## config.mk

```make
export PLATFORM = sky130hd
export DESIGN_NAME = calendar_date_arithmetic_core
export DESIGN_NICKNAME = d
export VERILOG_FILES = /design/src/sv/cda_pkg.sv /design/src/sv/calendar_date_arithmetic_core.sv /design/src/sv/cda_dpath.sv
export SDC_FILE = /design/constraint.sdc
export NUM_CORES = 1
export LEC_CHECK = 0
export ABC_AREA = 1
export BUFFER_PORTS_ARGS = -buffer_cell sky130_fd_sc_hd__buf_4
export CAP_MARGIN = 20
export CORE_MARGIN = 5
export CORE_UTILIZATION = 52
export DETAILED_ROUTE_END_ITERATION = 8
export PLACE_DENSITY_LB_ADDON = 0.3
export SLEW_MARGIN = 30
export SYNTH_ARGS = -nofsm -noshare
export SYNTH_HDL_FRONTEND = slang
export SYNTH_SLANG_ARGS = --single-unit
```

## constraint.sdc

```tcl
create_clock -name clk -period 9.2 [get_ports clk]
set_input_delay 1.38 -clock clk [delete_from_list [all_inputs] [get_ports clk]]
set_output_delay 1.38 -clock clk [all_outputs]
set_load 0.02 [all_outputs]
```

## src/sv/cda_pkg.sv

```systemverilog
package cda_pkg;

	// calendar limits
	localparam logic [13:0] MAX_YEAR      = 14'd9999;
	localparam logic [3:0]  MONTH_FIRST   = 4'd1;
	localparam logic [3:0]  MONTH_FEB     = 4'd2;
	localparam logic [3:0]  MONTH_LAST    = 4'd12;
	localparam logic [4:0]  DAYS_DEC      = 5'd31;
	localparam logic [12:0] DAYS_PER_YEAR = 13'd365;

	// floor(x / 100) = (x * RECIP_100) >> RECIP_SHIFT, exact for x below 43690
	localparam logic [12:0] RECIP_100   = 13'd5243;
	localparam int          RECIP_SHIFT = 19;

	// command modes
	localparam logic [1:0] MODE_SET = 2'd0;
	localparam logic [1:0] MODE_ADD = 2'd1;
	localparam logic [1:0] MODE_CMP = 2'd2;
	localparam logic [1:0] MODE_BAD = 2'd3;

	typedef logic [3:0] op_t;
	typedef logic [4:0] pc_t;
	typedef logic [1:0] jmp_t;

	// datapath operations
	localparam op_t OP_NOP    = 4'd0;
	localparam op_t OP_LDO    = 4'd1;  // operand <- given date
	localparam op_t OP_LDH    = 4'd2;  // operand <- held date
	localparam op_t OP_QY     = 4'd3;  // year / 100
	localparam op_t OP_LEAP   = 4'd4;  // leap flag of operand year
	localparam op_t OP_SET    = 4'd5;
	localparam op_t OP_LDW    = 4'd6;  // load month walker
	localparam op_t OP_STEP   = 4'd7;  // one month per cycle
	localparam op_t OP_COMMIT = 4'd8;
	localparam op_t OP_MA     = 4'd9;  // year * 365
	localparam op_t OP_MB     = 4'd10; // (year + 99) / 100
	localparam op_t OP_MC     = 4'd11; // (year + 399) / 100
	localparam op_t OP_SUM    = 4'd12; // day serial
	localparam op_t OP_DIFF   = 4'd13;
	localparam op_t OP_BAD    = 4'd14;

	// sequencing
	localparam jmp_t J_NEXT = 2'd0;
	localparam jmp_t J_WAIT = 2'd1; // back to target until the walker finishes
	localparam jmp_t J_END  = 2'd2; // hand the result over, then idle

	typedef struct packed {
		op_t  op;
		jmp_t jmp;
		pc_t  tgt;
	} ucode_t;

	typedef struct packed {
		logic cap;
		op_t  op;
	} dp_ctl_t;

	typedef struct packed {
		logic fin;
	} dp_sts_t;

	localparam pc_t E_SET = 5'd0;
	localparam pc_t E_ADD = 5'd5;
	localparam pc_t E_CMP = 5'd11;
	localparam pc_t E_BAD = 5'd27;

	function automatic ucode_t ucode_rom(input pc_t a);
		case (a)
			5'd0:    return '{OP_LDO,    J_NEXT, 5'd0};
			5'd1:    return '{OP_QY,     J_NEXT, 5'd0};
			5'd2:    return '{OP_LEAP,   J_NEXT, 5'd0};
			5'd3:    return '{OP_SET,    J_NEXT, 5'd0};
			5'd4:    return '{OP_NOP,    J_END,  5'd0};
			5'd5:    return '{OP_LDH,    J_NEXT, 5'd0};
			5'd6:    return '{OP_QY,     J_NEXT, 5'd0};
			5'd7:    return '{OP_LDW,    J_NEXT, 5'd0};
			5'd8:    return '{OP_STEP,   J_WAIT, 5'd8};
			5'd9:    return '{OP_COMMIT, J_NEXT, 5'd0};
			5'd10:   return '{OP_NOP,    J_END,  5'd0};
			5'd11:   return '{OP_LDH,    J_NEXT, 5'd0};
			5'd12:   return '{OP_QY,     J_NEXT, 5'd0};
			5'd13:   return '{OP_LEAP,   J_NEXT, 5'd0};
			5'd14:   return '{OP_MA,     J_NEXT, 5'd0};
			5'd15:   return '{OP_MB,     J_NEXT, 5'd0};
			5'd16:   return '{OP_MC,     J_NEXT, 5'd0};
			5'd17:   return '{OP_SUM,    J_NEXT, 5'd0};
			5'd18:   return '{OP_LDO,    J_NEXT, 5'd0};
			5'd19:   return '{OP_QY,     J_NEXT, 5'd0};
			5'd20:   return '{OP_LEAP,   J_NEXT, 5'd0};
			5'd21:   return '{OP_MA,     J_NEXT, 5'd0};
			5'd22:   return '{OP_MB,     J_NEXT, 5'd0};
			5'd23:   return '{OP_MC,     J_NEXT, 5'd0};
			5'd24:   return '{OP_SUM,    J_NEXT, 5'd0};
			5'd25:   return '{OP_DIFF,   J_NEXT, 5'd0};
			5'd26:   return '{OP_NOP,    J_END,  5'd0};
			5'd27:   return '{OP_BAD,    J_NEXT, 5'd0};
			5'd28:   return '{OP_NOP,    J_END,  5'd0};
			default: return '{OP_NOP,    J_END,  5'd0};
		endcase
	endfunction

	function automatic logic [4:0] dim_f(input logic [3:0] m, input logic lp);
		case (m) inside
			4'd2:                                       return lp ? 5'd29 : 5'd28;
			4'd4, 4'd6, 4'd9, 4'd11:                    return 5'd30;
			4'd1, 4'd3, 4'd5, 4'd7, 4'd8, 4'd10, 4'd12: return 5'd31;
			default:                                    return 5'd0;
		endcase
	endfunction

	// days in the year before the first of the month, common year
	function automatic logic [8:0] cum_f(input logic [3:0] m);
		case (m)
			4'd1:    return 9'd0;
			4'd2:    return 9'd31;
			4'd3:    return 9'd59;
			4'd4:    return 9'd90;
			4'd5:    return 9'd120;
			4'd6:    return 9'd151;
			4'd7:    return 9'd181;
			4'd8:    return 9'd212;
			4'd9:    return 9'd243;
			4'd10:   return 9'd273;
			4'd11:   return 9'd304;
			4'd12:   return 9'd334;
			default: return 9'd0;
		endcase
	endfunction

	function automatic logic date_ok(input logic [13:0] y, input logic [3:0] m,
			input logic [4:0] d, input logic lp);
		return (y <= MAX_YEAR) && (m >= MONTH_FIRST) && (m <= MONTH_LAST) &&
			(d != 5'd0) && (d <= dim_f(m, lp));
	endfunction

endpackage

```

## src/sv/calendar_date_arithmetic_core.sv

```systemverilog
// channel | dir | tdata (low bit up)                                      | tuser
// s_axis  | in  | mode 2, day_count 17 s, other_year 14, other_month 4,    | -
//         |     | other_day 5, zero pad 6                                  |
// m_axis  | out | cur_year 14, cur_month 4, cur_day 5, day_difference 23 s,| error
//         |     | is_before 1, is_equal 1                                  |
//
// add runs the month walker, one month per step, so it takes longer for larger day counts
// reset loads the date 0-01-01; no clearing pass
// a new command is taken once the previous one has left the sequencer, even
// while its result still waits in the output register
module calendar_date_arithmetic_core (
	input  logic        clk,
	input  logic        arst_n,
	input  logic        s_axis_tvalid,
	output logic        s_axis_tready,
	input  logic [47:0] s_axis_tdata,  // mode, day_count, other_year, other_month, other_day
	output logic        m_axis_tvalid,
	input  logic        m_axis_tready,
	output logic [47:0] m_axis_tdata,  // cur_year, cur_month, cur_day, day_difference,
	                                   // is_before, is_equal
	output logic        m_axis_tuser   // error
);
	import cda_pkg::*;

	// sequencer state
	logic   busy_q;
	pc_t    pc_q;
	ucode_t uw;
	pc_t    entry;

	logic   s_xfer;
	logic   out_free;
	logic   res_load;

	dp_ctl_t ctl;
	dp_sts_t sts;

	// datapath result fields
	logic [13:0]        cur_year;
	logic [3:0]         cur_month;
	logic [4:0]         cur_day;
	logic signed [22:0] day_difference;
	logic               is_before;
	logic               is_equal;
	logic               error;

	logic m_tvalid_q;

	assign s_axis_tready = !busy_q;
	assign s_xfer        = s_axis_tvalid && !busy_q;
	assign out_free      = !m_tvalid_q || m_axis_tready;

	// microcode fetch
	assign uw = ucode_rom(pc_q);

	// end step with a free output register hands the result over
	assign res_load = busy_q && (uw.jmp == J_END) && out_free;

	// program entry by mode
	always_comb begin
		unique case (s_axis_tdata[1:0])
			MODE_SET: entry = E_SET;
			MODE_ADD: entry = E_ADD;
			MODE_CMP: entry = E_CMP;
			MODE_BAD: entry = E_BAD;
			default:  entry = E_BAD;
		endcase
	end

	assign ctl.cap = s_xfer;
	assign ctl.op  = busy_q ? uw.op : OP_NOP;

	cda_dpath u_dpath (
		.clk            (clk),
		.arst_n         (arst_n),
		.ctl            (ctl),
		.day_count      ($signed(s_axis_tdata[18:2])),
		.other_year     (s_axis_tdata[32:19]),
		.other_month    (s_axis_tdata[36:33]),
		.other_day      (s_axis_tdata[41:37]),
		.sts            (sts),
		.cur_year       (cur_year),
		.cur_month      (cur_month),
		.cur_day        (cur_day),
		.day_difference (day_difference),
		.is_before      (is_before),
		.is_equal       (is_equal),
		.error          (error)
	);

	// step counter and jumps; the end step waits for a free output register
	always_ff @(posedge clk or negedge arst_n) begin
		if (!arst_n) begin
			busy_q     <= 1'b0;
			pc_q       <= E_SET;
			m_tvalid_q <= 1'b0;
		end else begin
			if (res_load) begin
				m_tvalid_q <= 1'b1;
			end else if (m_axis_tready) begin
				m_tvalid_q <= 1'b0;
			end
			if (s_xfer) begin
				busy_q <= 1'b1;
				pc_q   <= entry;
			end else if (busy_q) begin
				case (uw.jmp)
					J_NEXT: pc_q <= pc_q + 5'd1;
					J_WAIT: pc_q <= sts.fin ? pc_q + 5'd1 : uw.tgt;
					J_END: begin
						if (out_free) begin
							busy_q <= 1'b0;
						end
					end
					default: busy_q <= 1'b0;
				endcase
			end
		end
	end

	// output register, loaded when the result transfer slot is free
	always_ff @(posedge clk) begin
		if (res_load) begin
			m_axis_tdata <= {is_equal, is_before, day_difference, cur_day, cur_month, cur_year};
			m_axis_tuser <= error;
		end
	end

	assign m_axis_tvalid = m_tvalid_q;

endmodule

```

## src/sv/cda_dpath.sv

```systemverilog
module cda_dpath (
	input  logic              clk,
	input  logic              arst_n,
	input  cda_pkg::dp_ctl_t  ctl,
	input  logic signed [16:0] day_count,
	input  logic [13:0]       other_year,
	input  logic [3:0]        other_month,
	input  logic [4:0]        other_day,
	output cda_pkg::dp_sts_t  sts,
	output logic [13:0]       cur_year,
	output logic [3:0]        cur_month,
	output logic [4:0]        cur_day,
	output logic signed [22:0] day_difference,
	output logic              is_before,
	output logic              is_equal,
	output logic              error
);
	import cda_pkg::*;

	// captured command
	logic signed [16:0] count_q;
	logic [13:0]        gy_q;
	logic [3:0]         gm_q;
	logic [4:0]         gd_q;

	// held date
	logic [13:0] hy_q;
	logic [3:0]  hm_q;
	logic [4:0]  hd_q;

	// operand date and its derived terms
	logic [13:0] oy_q;
	logic [3:0]  om_q;
	logic [4:0]  od_q;
	logic [7:0]  qy_q;
	logic        leap_q;
	logic [22:0] mul_q;
	logic [7:0]  q1_q;
	logic [7:0]  q2_q;
	logic [22:0] ser_q;
	logic [22:0] ser0_q;

	// month walker
	logic [13:0]        wy_q;
	logic [3:0]         wm_q;
	logic [4:0]         wd_q;
	logic [6:0]         w100_q;
	logic [1:0]         wc4_q;
	logic signed [17:0] rem_q;

	logic signed [22:0] diff_q;
	logic               eq_q;
	logic               err_q;

	// shared multiplier
	logic [14:0] mx;
	logic [12:0] mk;
	logic [27:0] prod;

	always_comb begin
		case (ctl.op)
			OP_MA: begin
				mx = {1'b0, oy_q};
				mk = DAYS_PER_YEAR;
			end
			OP_MB: begin
				mx = {1'b0, oy_q} + 15'd99;
				mk = RECIP_100;
			end
			OP_MC: begin
				mx = {1'b0, oy_q} + 15'd399;
				mk = RECIP_100;
			end
			default: begin
				mx = {1'b0, oy_q};
				mk = RECIP_100;
			end
		endcase
	end

	assign prod = 28'(mx) * 28'(mk);

	// leap test of the operand year from year / 100
	logic [14:0] qy100;
	logic [14:0] oy_r100;
	logic        leap_n;

	assign qy100   = 15'(qy_q) * 15'd100;
	assign oy_r100 = {1'b0, oy_q} - qy100;
	assign leap_n  = (oy_q[1:0] == 2'd0) && ((oy_r100 != 15'd0) || (qy_q[1:0] == 2'd0));

	// day serial of the operand
	logic [14:0] y3;
	logic        ladj;
	logic [22:0] ser_n;

	assign y3    = {1'b0, oy_q} + 15'd3;
	assign ladj  = leap_q && (om_q > MONTH_FEB);
	assign ser_n = mul_q + 23'(y3[14:2]) - 23'(q1_q) + 23'(q2_q[7:2])
		+ 23'(cum_f(om_q)) + 23'(ladj) + 23'(od_q);

	logic signed [22:0] diff_n;
	logic               cmp_ok;
	logic               set_ok;

	assign diff_n = $signed(ser0_q - ser_q);
	assign cmp_ok = date_ok(oy_q, om_q, od_q, leap_q);
	assign set_ok = cmp_ok && (oy_q != 14'd0);

	// walker step
	logic               leap_w;
	logic [4:0]         dim_w;
	logic [3:0]         pm;
	logic [4:0]         dim_p;
	logic signed [18:0] t_fwd;
	logic signed [18:0] u_bwd;
	logic               fwd;
	logic               fits;
	logic               ovf;

	assign leap_w = (wy_q[1:0] == 2'd0) && ((w100_q != 7'd0) || (wc4_q == 2'd0));
	assign dim_w  = dim_f(wm_q, leap_w);
	assign pm     = (wm_q == MONTH_FIRST) ? MONTH_LAST : wm_q - 4'd1;
	assign dim_p  = (wm_q == MONTH_FIRST) ? DAYS_DEC : dim_f(pm, leap_w);
	assign t_fwd  = 19'(rem_q) - $signed({14'd0, dim_w}) + $signed({14'd0, wd_q}) - 19'sd1;
	assign u_bwd  = 19'(rem_q) + $signed({14'd0, wd_q});
	assign fwd    = !rem_q[17];
	assign fits   = fwd ? t_fwd[18] : (!u_bwd[18] && (u_bwd != 19'sd0));
	assign ovf    = !fits && (fwd ? ((wy_q == MAX_YEAR) && (wm_q == MONTH_LAST))
		: ((wy_q == 14'd0) && (wm_q == MONTH_FIRST)));

	assign sts.fin = fits || ovf;

	always_ff @(posedge clk) begin
		if (ctl.cap) begin
			count_q <= day_count;
			gy_q    <= other_year;
			gm_q    <= other_month;
			gd_q    <= other_day;
		end
		unique case (ctl.op) inside
			OP_NOP, OP_COMMIT: begin
			end
			OP_LDO: begin
				oy_q <= gy_q;
				om_q <= gm_q;
				od_q <= gd_q;
			end
			OP_LDH: begin
				oy_q <= hy_q;
				om_q <= hm_q;
				od_q <= hd_q;
			end
			OP_QY:   qy_q   <= prod[RECIP_SHIFT +: 8];
			OP_LEAP: leap_q <= leap_n;
			OP_SET: begin
				err_q  <= !set_ok;
				diff_q <= '0;
				eq_q   <= 1'b0;
			end
			OP_LDW: begin
				wy_q   <= oy_q;
				wm_q   <= om_q;
				wd_q   <= od_q;
				w100_q <= oy_r100[6:0];
				wc4_q  <= qy_q[1:0];
				rem_q  <= 18'(count_q);
				err_q  <= 1'b0;
				diff_q <= '0;
				eq_q   <= 1'b0;
			end
			OP_STEP: begin
				if (fits) begin
					wd_q <= fwd ? wd_q + rem_q[4:0] : u_bwd[4:0];
				end else if (ovf) begin
					err_q <= 1'b1;
				end else if (fwd) begin
					rem_q <= t_fwd[17:0];
					wd_q  <= 5'd1;
					if (wm_q == MONTH_LAST) begin
						wm_q <= MONTH_FIRST;
						wy_q <= wy_q + 14'd1;
						if (w100_q == 7'd99) begin
							w100_q <= 7'd0;
							wc4_q  <= wc4_q + 2'd1;
						end else begin
							w100_q <= w100_q + 7'd1;
						end
					end else begin
						wm_q <= wm_q + 4'd1;
					end
				end else begin
					rem_q <= u_bwd[17:0];
					wm_q  <= pm;
					wd_q  <= dim_p;
					if (wm_q == MONTH_FIRST) begin
						wy_q <= wy_q - 14'd1;
						if (w100_q == 7'd0) begin
							w100_q <= 7'd99;
							wc4_q  <= wc4_q - 2'd1;
						end else begin
							w100_q <= w100_q - 7'd1;
						end
					end
				end
			end
			OP_MA: mul_q <= prod[22:0];
			OP_MB: q1_q  <= prod[RECIP_SHIFT +: 8];
			OP_MC: q2_q  <= prod[RECIP_SHIFT +: 8];
			OP_SUM: begin
				ser_q  <= ser_n;
				ser0_q <= ser_q;
			end
			OP_DIFF: begin
				err_q  <= !cmp_ok;
				diff_q <= cmp_ok ? diff_n : '0;
				eq_q   <= cmp_ok && (diff_n == 23'sd0);
			end
			OP_BAD: begin
				err_q  <= 1'b1;
				diff_q <= '0;
				eq_q   <= 1'b0;
			end
			default: begin
			end
		endcase
	end

	// held date, the only state that reset defines
	always_ff @(posedge clk or negedge arst_n) begin
		if (!arst_n) begin
			hy_q <= 14'd0;
			hm_q <= MONTH_FIRST;
			hd_q <= 5'd1;
		end else if ((ctl.op == OP_SET) && set_ok) begin
			hy_q <= oy_q;
			hm_q <= om_q;
			hd_q <= od_q;
		end else if ((ctl.op == OP_COMMIT) && !err_q) begin
			hy_q <= wy_q;
			hm_q <= wm_q;
			hd_q <= wd_q;
		end
	end

	assign cur_year       = hy_q;
	assign cur_month      = hm_q;
	assign cur_day        = hd_q;
	assign day_difference = diff_q;
	assign is_before      = diff_q[22];
	assign is_equal       = eq_q;
	assign error          = err_q;

endmodule
```

==> impl_metrics.yaml, run 1 <==
status:
  outcome: "complete, no violations"
synthesis:
  yosys-mux-area-fraction: 0.007521
  postSynth.asyncResetShare: 0.09464
  ys_seq_area_frac: 0.3720
  yosys_register_bits: 317
  synth_xor_xnor_area_share: 0.05681
  mapped_area_um2: 24950
  synth_fa_ha_area_frac: 0.2580
  synthesis.yosys.warnings: 0
  synth.avg_cell_area_um2: 9.509
  synth_compound_gate_area_share: 0.08945
  syn_inst: 2624
  synth_top_family_by_area: "adder cells"
  most_used_flip_flop_cell_after_synthesis: "edfxtp_1"
  synth_enable_flop_cells: 278
  yosys.area_share.simple: 0.1347
  synthDistinctLibCells: 66
finish:
  layout.area.seq_um2: 9284
  most_used_cells_in_the_layout_excluding_fill_and_tap_cells: "inv_1, nand2_1, ha_1"
  layout.nets: 3247
  layout-drive-gt1-share: 0.1019
  stdcell_count: 3402
  insertedDiodeCount: 0
  filler_cell_count: 4034
  synthToLayoutAreaGrowth_pct: 11.52
  multi_input_area_um2: 13730
  finalInstanceArea_um2: 27830
  utilization: 0.5840
  layout.cells.most_common: "inv_1"
critical_path:
  critical_path_required_ps: 9420
  timing.critical_path.fanout_max: 11
  worst_r2r_path_depth: 41
  worst_r2r_endpoint: "u_dpath.qy_q[7]"
  setup.reg_to_reg.worst_slack_ps: 530
  critPathLaunch: "pc_q[1]"
  crit_family: "adder cells"
  crit_path_start_kind: "register"
  arrival_worst_endpoint_ps: 8890
  timing_worst_setup_path_type: "register to register"
  path_depth: 41
  critical_path_buf_inv_count: 12
  slowest_delay_ps: 580
  crit_end_element: "register"
  cp-endpoint: "u_dpath.qy_q[7]"
  timing.rr.start: "pc_q[1]"
  timing.critical_path.slowest_stage_cell: "xnor3_1"
  critPathMostFrequentCell: "inv_1"
placement:
  dpl_cell_area_um2: 26490
  numPortBuffers: 96
  hpwlAfterDp_um: 44350
  place_inst: 3326
  routabilityCongestion: 0.9222
cts:
  cts_max_level: 2
  tritoncts_clock_tree: "yes"
  cts_buffer_depth: 3
  cts_num_sinks: 317
  clkSlewWorstSetupHoldPaths_ps: 60
  post_cts_hold_buffer_count: 0
  ctsRootBufferMaster: "clkbuf_16"
  cts_inserted_buffers: 38
  worstSkewPairLatency_ps: 560
global_route:
  antenna_found_initial: 0
  grt_usage: 0.2178
  grt_pass1_vias: 18432
  wire_length_of_the_first_global_routing_pass_um: 94050
  grt_start_max_net_pins: 62
  aggregate_global_routing_overflow: 0
timing:
  report.final.slew_viol_count: 0
  final-setup-viol-count: 0
  finalWorstPathRequiredPeriod_ps: 8671
  fin_worst_skew_ps: 34.05
  grt_setup_unrepaired: "true"
  fmaxAchievable_mhz: 115.3
  transition_time_at_the_pin_with_the_least_slew_margin_ps: 907.9
  headroom_to_the_max_slew_limit: 0.3791
  report.final.hold_viol_count: 0
  finalHoldWorstSlack_ps: 415.3
  final_min_period_over_clock_period: 0.9425
hold_path:
  worstHoldPathType: "register to register"
  worst_hold_path.num_cells: 0
routing:
  remaining_drc_errors: 0
  drt_pre_antenna_iters: 7
  finalWirelength_um: 56850
  detail_route.wl_per_cell_um: 16.71
  drt_first_iter_violations: 1340
  via_per_inst: 5.379
  route.vias.total: 18299
  number_of_nets_with_antenna_violations_after_routing: 0
floorplanning:
  die_height_um: 229.1
  dieWidth_um: 229.1
  ioPinCount: 103
  fp-row-count: 80
  die_area_um2: 52470
  core_area_um2: 47650
  start_util: 0.5237
flow_run:
  max_cap_violations: 0
==> synth_stat cells, types with 7 or more instances <==
library cell,count,share of area
mux2_2,14,0.0063
dfxtp_1,9,0.0072
nor4_1,7,0.0018
o211ai_1,17,0.0051
inv_1,458,0.069
or2_2,8,0.0020
o21bai_1,15,0.0045
a21oi_1,148,0.030
o22ai_1,8,0.0020
buf_2,13,0.0026
nand2_1,424,0.064
a31oi_1,14,0.0035
o221ai_1,18,0.0063
nand4_1,27,0.0068
ha_1,305,0.15
nor2_1,192,0.029
edfxtp_1,278,0.33
xor2_1,107,0.038
nand3_1,82,0.016
clkbuf_1,19,0.0029
o21ai_0,119,0.024
inv_2,19,0.0029
xnor2_1,46,0.016
dfrtp_1,28,0.028
fa_1,131,0.11
nor3_1,22,0.0044
==> state kept, by name (all words and copies together) (netlist names), 14 cells and up, named ones only <==
register and flops:
u_dpath.day_difference 23, u_dpath.count_q 17, u_dpath.wy_q 14, u_dpath.oy_q 14, u_dpath.mul_q 23, u_dpath.ser_q 23
u_dpath.rem_q 18, u_dpath.gy_q 14, u_dpath.ser0_q 23, u_dpath.cur_year 14, m_axis_tdata 47
==> through the flow <==
stage          setup WS (ps)  setup TNS (ps)
2_1_floorplan          807.9               0
3_3_place_gp           434.2               0
3_5_place_dp           306.0               0
4_1_cts                221.7               0
5_1_grt               -17.61          -30.32
6_report               529.4               0
==> worst min path at each step <==
stage | startpoint | to
global placement | u_dpath.day_difference[8] | m_axis_tdata[31]
detailed placement | u_dpath.day_difference[0] | m_axis_tdata[23]
finish | u_dpath.day_difference[0] | m_axis_tdata[23]
global route | u_dpath.day_difference[5] | m_axis_tdata[28]
floorplan | u_dpath.day_difference[0] | m_axis_tdata[23]
CTS | u_dpath.day_difference[0] | m_axis_tdata[23]
==> area by class of cell <==
type	count	area share
clock inverter	19	0.007554
inverter	481	0.06511
tap	615	0.02765
sequential	317	0.3336
timing repair buffer	133	0.03660
clock buffer	49	0.03602
multi-input combinational	1788	0.4934
==> logic make-up after synthesis <==
family | count (synthesis)
XOR/XNOR | 156
AO/OA/AOI/OAI | 385
buffers and inverters | 522
flip-flops | 317
other | 2
multiplexers | 16
AND/OR/NAND/NOR | 790
adder cells (fa/ha/maj) | 436
==> repair_timing <==
item / in CTS / in global routing
resized for setup: 0 / 15
hold endpoints to repair: 0 / 0
buffers inserted: 0 / 7
setup endpoints to repair: 0 / 23
==> layer usage <==
layer	vias to the layer above	track usage	wire length, um	part of all wire
met5	-	0	0	0
met4	0	0.07179	1923	0.034
met3	105	0.03542	3269	0.058
met2	520	0.3480	25660	0.45
met1	8706	0.3062	26000	0.46
li1	8968	-	-	-
Power of run 1 is not shown: default switching activity piles up to over one toggle a cycle in this logic, so the estimate is an artifact.
==> run 2, diff against run 1 <==
==> constraint.sdc (replaced) <==
create_clock -name clk -period 10.1 [get_ports clk]
set_input_delay 1.515 -clock clk [delete_from_list [all_inputs] [get_ports clk]]
set_output_delay 1.515 -clock clk [all_outputs]
set_load 0.02 [all_outputs]
==> run 2 against run 1 <==
Net effect:
- critical path depth rose by 1
- first-iteration DRC count fell by 1.3%
- worst hold slack improved by 3.0 ps
- final cell count fell by 0.76%
- register-to-register slack improved by 420 ps
- utilization fell by 0.36 points
==> impl_metrics.yaml, run 2 (same netlist as run 1, synthesis figures left out) <==
status:
  outcome: "complete, no violations"
cts:
  postCtsSetupBuffers: 0
  cts_max_level: 2
  cts_buffer_depth: 3
  cts_inserted_buffers: 37
  ctsRootBufferMaster: "clkbuf_16"
  worstSkewPairLatency_ps: 550
  cts_num_sinks: 317
  tritoncts_clock_tree: "yes"
  clkSlewWorstSetupHoldPaths_ps: 60
finish:
  largest_register: "m_axis_tdata"
  most_used_cells_in_the_layout_excluding_fill_and_tap_cells: "inv_1, nand2_1, ha_1"
  largest_register_ffs: 47
  layout.nets: 3221
  layout-drive-gt1-share: 0.09381
  insertedDiodeCount: 0
  synthToLayoutAreaGrowth_pct: 10.84
  layout.cells.most_common: "inv_1"
timing:
  report.final.hold_viol_count: 0
  headroom_to_the_max_slew_limit: 0.3438
  transition_time_at_the_pin_with_the_least_slew_margin_ps: 982.0
  totalNegativeSetupSlack_ps: 0
  final_min_period_over_clock_period: 0.9057
  grt_setup_unrepaired: "false"
  report.final.slew_viol_count: 0
  fmaxAchievable_mhz: 109.3
  fin_worst_skew_ps: 16.77
  finalWorstPathRequiredPeriod_ps: 9147
  final-setup-viol-count: 0
routing:
  via_per_inst: 5.378
  drt_pre_antenna_iters: 5
  route.vias.total: 18157
  finalWirelength_um: 57200
  drt_first_iter_violations: 1322
  detail_route.wl_per_cell_um: 16.94
  remaining_drc_errors: 0
  number_of_nets_with_antenna_violations_after_routing: 0
floorplanning:
  ioPinCount: 103
  die_area_um2: 52470
  fp-row-count: 80
  start_util: 0.5237
  dieWidth_um: 229.1
  die_height_um: 229.1
  core_area_um2: 47650
placement:
  numPortBuffers: 96
  routabilityCongestion: 0.9151
  hpwlAfterDp_um: 44780
global_route:
  aggregate_global_routing_overflow: 0
  wire_length_of_the_first_global_routing_pass_um: 94090
  antenna_found_initial: 0
  grt_pass1_vias: 18427
  grt_usage: 0.2192
  grt_start_max_net_pins: 62
flow_run:
  max_cap_violations: 0
critical_path:
  critPathLaunch: "pc_q[0]"
  critPathMostFrequentCell: "inv_1"
  timing.rr.start: "pc_q[0]"
  timing_worst_setup_path_type: "register to register"
  crit_end_element: "register"
  timing.critical_path.slowest_stage_cell: "fa_1"
  timing.critical_path.fanout_max: 7
  arrival_worst_endpoint_ps: 9460
  crit_path_start_kind: "register"
  slowest_delay_ps: 580
  critical_path_required_ps: 10410
hold_path:
  worstHoldPathType: "register to register"
  min_from: "u_dpath.day_difference[7]"
## run 2: layer usage
| metal | GRT usage | up-vias | part of all wire | wire length (um) |
|---|---|---|---|---|
| met5 | 0 | - | 0 | 0 |
| met3 | 0.04174 | 103 | 0.060 | 3404 |
| met4 | 0.06127 | 0 | 0.026 | 1468 |
| li1 | - | 8902 | - | - |
| met1 | 0.3009 | 8660 | 0.45 | 25850 |
| met2 | 0.3592 | 492 | 0.46 | 26480 |
## run 2: layout make-up
class,count,area [um^2]
clock buffer,43,978.4
clock inverter,24,291.5
fill,4083,19990
multi-input combinational,1788,13710
timing repair buffer,108,810.8
sequential,317,9281
inverter,481,1812
tap,615,769.5
## run 2: what timing repair did
action | CTS | global route
endpoints found under the hold margin | 0 | 0
hold buffers | 0 | 0
endpoints found under the setup margin | 0 | 17
resized for setup | 0 | 5
## run 2: critical path: cells and delay by family (launching register included)
kind / cells / cell delay [ps]
AOI/OAI and AO/OA: 9 / 1740
xor gates and xnor gates: 2 / 670
adders and majority gates: 8 / 3620
buffers and inverters: 11 / 1050
DFF: 1 / 460
and+or+nand+nor: 12 / 1380
## run 2: stage by stage
stage                 util  std cells  hold slack (ps)  worst slack (ps)  area [um^2]
detailed placement  0.5534       3309            404.5             458.6        26370
finish              0.5805       3376            418.3             952.8        27660
CTS                 0.5800       3376            418.5             438.5        27640
global route        0.5805       3376            424.3             136.4        27660
global placement    0.5534       3309            401.3             697.2        26370
floorplan                -       2627            400.3              1708        24960
## run 2: path summary, 6_finish.rpt
check                                 endpoint  slack (ps)  cells past startpoint
setup / recovery               u_dpath.qy_q[4]         950                     42
hold / removal                m_axis_tdata[30]         420                      0
setup reg to reg               u_dpath.qy_q[4]         950                     42
hold reg to reg               m_axis_tdata[30]         420                      0
max in group asynchronous   u_dpath.cur_day[0]        8800                      1
min in group asynchronous  u_dpath.cur_year[5]         930                      1
Power of run 2 is left out for the same reason.
